--- src/hw/rtl/tts_pkg.sv ---
package tts_pkg;

   localparam int DATA_W        = 32;
   localparam int IDX_W         = 6;
   localparam int DEF_MAX_ROWS  = 64;
   localparam int DEF_FRAC_BITS = 24;

   typedef struct packed {
      logic load_in;
      logic calc_prod;
      logic calc_piv;
      logic div_start;
      logic fwd_write;
      logic back_mul;
      logic back_sub;
      logic idx_dec;
      logic run_clear;
   } tts_cmd_type;

   typedef struct packed {
      logic piv_zero;
      logic div_done;
      logic final_row;
      logic idx_zero;
   } tts_stat_type;

endpackage

--- src/hw/rtl/tts_ctrl.sv ---
module tts_ctrl (
   input  logic                  clock,
   input  logic                  reset,
   input  logic                  req_valid,
   output logic                  req_ready,
   output logic                  rsp_valid,
   input  logic                  rsp_ready,
   input  tts_pkg::tts_stat_type stat,
   output tts_pkg::tts_cmd_type  cmd
);
   import tts_pkg::*;

   localparam logic [3:0] S_IDLE = 4'd0;
   localparam logic [3:0] S_MUL  = 4'd1;
   localparam logic [3:0] S_PIV  = 4'd2;
   localparam logic [3:0] S_DIV  = 4'd3;
   localparam logic [3:0] S_DIVW = 4'd4;
   localparam logic [3:0] S_WR   = 4'd5;
   localparam logic [3:0] S_BRD  = 4'd6;
   localparam logic [3:0] S_BMUL = 4'd7;
   localparam logic [3:0] S_BSUB = 4'd8;
   localparam logic [3:0] S_BOUT = 4'd9;

   logic [3:0] state_ff, state_in;

   always_comb begin
      state_in = state_ff;
      cmd      = '0;
      case (state_ff)
         S_IDLE: begin
            if (req_valid) begin
               cmd.load_in = 1'b1;
               state_in    = S_MUL;
            end
         end
         S_MUL: begin
            cmd.calc_prod = 1'b1;
            state_in      = S_PIV;
         end
         S_PIV: begin
            cmd.calc_piv = 1'b1;
            state_in     = S_DIV;
         end
         S_DIV: begin
            if (stat.piv_zero) begin
               state_in = S_WR;
            end else begin
               cmd.div_start = 1'b1;
               state_in      = S_DIVW;
            end
         end
         S_DIVW: begin
            if (stat.div_done) begin
               state_in = S_WR;
            end
         end
         S_WR: begin
            cmd.fwd_write = 1'b1;
            state_in      = stat.final_row ? S_BRD : S_IDLE;
         end
         S_BRD: begin
            state_in = S_BMUL;
         end
         S_BMUL: begin
            cmd.back_mul = 1'b1;
            state_in     = S_BSUB;
         end
         S_BSUB: begin
            cmd.back_sub = 1'b1;
            state_in     = S_BOUT;
         end
         S_BOUT: begin
            if (rsp_ready) begin
               if (stat.idx_zero) begin
                  cmd.run_clear = 1'b1;
                  state_in      = S_IDLE;
               end else begin
                  cmd.idx_dec = 1'b1;
                  state_in    = S_BRD;
               end
            end
         end
         default: begin
            state_in = S_IDLE;
         end
      endcase
   end

   always_ff @(posedge clock) begin
      if (reset) begin
         state_ff <= S_IDLE;
      end else begin
         state_ff <= state_in;
      end
   end

   assign req_ready = state_ff == S_IDLE;
   assign rsp_valid = state_ff == S_BOUT;
endmodule

--- config.mk ---
export PLATFORM = sky130hd
export DESIGN_NAME = tts_ctrl
export DESIGN_NICKNAME = d
export VERILOG_FILES = /design/src/hw/rtl/tts_pkg.sv /design/src/hw/rtl/tts_ctrl.sv
export SDC_FILE = /design/constraint.sdc
export NUM_CORES = 1
export LEC_CHECK = 0
export ABC_AREA = 0
export ABC_CLOCK_PERIOD_IN_PS = 1860
export BUFFER_PORTS_ARGS = -buffer_cell sky130_fd_sc_hd__buf_2
export CORE_MARGIN = 10
export CORE_UTILIZATION = 25
export DETAILED_ROUTE_END_ITERATION = 10
export GPL_TIMING_DRIVEN = 0
export PLACE_DENSITY_LB_ADDON = 0.25
export SETUP_SLACK_MARGIN = 0.3
export SYNTH_ARGS = -nofsm -noshare
export SYNTH_HDL_FRONTEND = slang
export SYNTH_SLANG_ARGS = --single-unit
--- constraint.sdc ---
create_clock -name clock -period 1.86 [get_ports clock]
set_input_delay 0.186 -clock clock [delete_from_list [all_inputs] [get_ports clock]]
set_output_delay 0.186 -clock clock [all_outputs]
set_load 0.02 [all_outputs]
=== After elaboration in Yosys (flattened, before gate mapping) ===
Index checks and enable logic that the tools add are counted.

* Equality and inequality tests: 12
* Multiplexer cells: 20
* Reduce and logical (&&, ||, !) cells: 2

{| class="wikitable"
|+ Operators with widths
! operator !! number
|-
| case mux 4 bit (10 select lines) || 1
|-
| equality test 4 x 3 -> 1 bit (second input constant) || 4
|-
| 2-to-1 mux 1 bit || 12
|-
| 2-to-1 mux 4 bit || 3
|-
| equality test 4 x 2 -> 1 bit (second input constant) || 2
|-
| equality test 4 bit (second input constant) || 2
|-
| 2-to-1 mux 3 bit || 2
|-
| equality test 4 x 1 -> 1 bit (second input constant) || 1
|-
| zero test 4 bit || 1
|-
| 2-to-1 mux 2 bit || 2
|-
| != test 2 bit (second input constant) || 2
|-
| AND reduction 3 bit || 1
|-
| != test 2 x 1 -> 1 bit (second input constant) || 1
|}

* Register bits after elaboration: 4
* Output and inout port bits: 11
* Word-level logic and storage cells: 35

=== Depth between registers and ports, before layout ===
* Depth after elaboration: 3
* Gate-level depth with buffers: 5
* Mapped depth without buffers: 4

=== Worst setup path after synthesis ===
OpenSTA, ideal clock, no wires.

* Path kind: flip-flop to output port
* Start: register state_ff[1]
* End: output port cmd[1] (netlist name)
* Arrival time: 1.405 ns
* Required time: 1.674 ns
* Path slack: 0.269 ns
* Stages on the path, launching flop included: 6
* Path buffers: 1
* Path through: dfxtp_1 > buf_6 > or2b_1 > nor2_1 > nand2_1 > nor2_1

{| class="wikitable"
|+ RTL lines
! element !! line !! RTL
|-
| start, declared || tts_ctrl.sv:24 || <nowiki>logic [3:0] state_ff, state_in;</nowiki>
|-
| start signal, assigned || tts_ctrl.sv:93 || <nowiki>state_ff <= state_in;</nowiki>
|-
| end, declared || tts_ctrl.sv:9 || <nowiki>output tts_pkg::tts_cmd_type cmd</nowiki>
|}

==> results.yml <==
detailed_routing:
  vias: 474
  wl_um: 1270
  first_iter_violations: 8
  wire_per_inst_um: 13.2
  drc: 0
  ant_nets: 0
  drt_pre_antenna_iters: 4
  avgViaCountPerCell: 4.94
power_and_ir_drop:
  power.leakage_uw: 0.000304
  p_total_uw: 365
  ir_worst_vdd_mv: 0.359
  pwr_density_cell_nw_per_um2: 568
timing:
  hold_viol: 0
  period_needed_ns: 1.52
  fin_tns_setup_ns: 0
  tightest_slew_ns: 0.297
  rsz0062_at_grt: "yes"
  relSlewSlack_pct: 80.1
  slew_viol_final: 0
  setup_viol: 0
  fin_crit_sh_pct: 81.9
  setup_slack_ns: 0.337
  fmax_mhz: 657
  finalClockSkew_ns: 0.00288
floorplan:
  die_w_um: 61.3
  start_util_pct: 27.4
  die_area_um2: 3760
  die_y_um: 61.3
  core_area_um2: 1560
  row_count: 14
  io_pins: 19
synth:
  synth_xor_area_share_pct: 0
  yosys_warnings: 0
  synth_nets: 63
  yosysSeqAreaShare_pct: 18.8
  synth_fa_ha_area_share_pct: 0
  synth_top_cell_area_share_pct: 18.8
  synth-async-reset-ratio_pct: 0
  synth.distinct_cells: 29
  synth.area.mux_share_pct: 6.16
  synth.avg_cell_area_um2: 7.76
  synth_edf_count: 0
  yosysTopAreaCell: "dfxtp_1"
  ys_seq_elements: 4
  synthFlopType: "dfxtp_1"
  synth_top_family_by_area: "simple AND/OR/NAND/NOR gates"
  synth_compound_area_share_pct: 22.9
  synth_area_um2: 427
  synth.area.top_cells: "dfxtp_1, nor3_1, a22oi_4, a21oi_1, nor2_1"
  synth_cells: 55
  synth_simple_gate_area_share_pct: 43.7
grt:
  antenna_found_initial: 0
  grt_max_degree: 11
  grt.total_usage_pct: 6.70
  grt_pass1_wl_um: 1930
  grt-ovfl-total: 0
  first_global_vias: 453
critical_path:
  crit_arrival_ns: 1.34
  end_kind: "primary output"
  start_kind: "register"
  cp-startpoint: "state_ff[1]$_SDFFE_PP0P_"
  critical_path_class: "register to primary output"
  path_max_fanout: 5
  cp_data_required_time_ns: 1.67
  r2r-start: "state_ff[1]$_SDFFE_PP0P_"
  worstRegToRegCells: 6
cts:
  path_clk_slew_ns: 0.04
  htree_levels: 1
  clock-root-buffer: "clkbuf_4"
  cts_buffers: 3
  cts_tree: "done"
  cts_buffer_depth: 2
  cts.sinks: 4
  clock_latency_ns: 0.24
finish:
  largest_reg_flops: 4
  reg_top3: "state_ff: 4 flops"
  layout.nets: 90
  fillers: 163
  regMostFlops: "state_ff"
  areaGrowthSynthToFinish_pct: 50.7
  diodes: 0
  mostFrequentLayoutCells: "buf_2, buf_4, nor3_1"
  final_area_um2: 643
  drive_gt1_share_pct: 56.3
  final_common_cell: "buf_2"
run_status:
  status: "complete, no violations"
placed_design:
  place_congestion: 0.706
  dp_worst_setup_slack_ns: 0.498
  place_hpwl_um: 956
  io_buffers: 18
  place_area_um2: 539
worst_hold_path:
  holdPathStages: 2
  hold_class: "input pin to register"
  min_from: "reset"
run:
  maxCapViolations: 0
## where the power goes
| part | switching (uW) | total, uW | internal (uW) | leakage (uW) |
|---|---|---|---|---|
| clock | 35.8 | 108 | 72.2 | 0.0000138 |
| sequential | 7.09 | 100 | 93.0 | 0.0000342 |
| combinational | 83.6 | 157 | 73.3 | 0.000256 |
| total | 126 | 365 | 239 | 0.000304 |
## critical path, stage by stage, from the launching register on
cell and delay [ns]:
dfxtp_1 0.30, buf_6 0.12, or2b_4 0.27, nor2_4 0.12, nand2_1 0.06, nor2_1 0.08, buf_4 0.15
## Yosys cell counts (2+ instances only)
| cell type | count |
|---|---|
| nand2b_1 | 2 |
| dfxtp_1 | 4 |
| or2b_1 | 2 |
| o21ai_0 | 3 |
| nor3_1 | 7 |
| inv_1 | 2 |
| nor4_1 | 2 |
| buf_2 | 2 |
| nor2_1 | 5 |
| a21oi_1 | 4 |
| nand2_1 | 4 |
## routing by layer
layer	GRT usage, %	part of all wire, %	wire length, um
met1	7.76	44	558
met2	10.2	50	631
met3	3.29	6.4	81
met4	2.93	0	0
met5	0	0	0
## what timing repair did
item	in CTS	in global routing
hold endpoints to repair	0	0
setup endpoints to repair	3	8
hold buffers	0	0
resized for setup	4	12
pin swaps	0	2
setup buffers	0	4
## area by class of cell
class	instances	area (um^2)	share of cell area (%)
inverter	2	7.51	1.17
buffer	4	33.8	5.25
multi-input combinational	45	342	53.1
timing repair buffer	22	131	20.4
clock buffer	3	22.5	3.50
tap	16	20.0	3.11
sequential	4	86.3	13.4
## path summary, 6_finish.rpt
path	to	slack, ns
min reg2reg	state_ff[2]$_SDFFE_PP0P_	0.72
max reg2reg	state_ff[2]$_SDFFE_PP0P_	0.47
max	cmd[1]	0.34
min	state_ff[2]$_SDFFE_PP0P_	0.16
## metrics by stage
stage	instances	utilization, %	hold slack [ns]
floorplan	55	-	0.251
global placement	89	34.6	0.411
detailed placement	89	34.6	0.410
CTS	92	36.7	0.161
global route	96	41.3	0.152
finish	96	41.3	0.159
## kinds of logic after synthesis
group	count (synthesis)
buffers and inverters	6
AND/OR/NAND/NOR	30
multiplexers	2
AO/OA/AOI/OAI	13
flip-flops	4
Note: power is estimated with default switching activity, not from simulation.
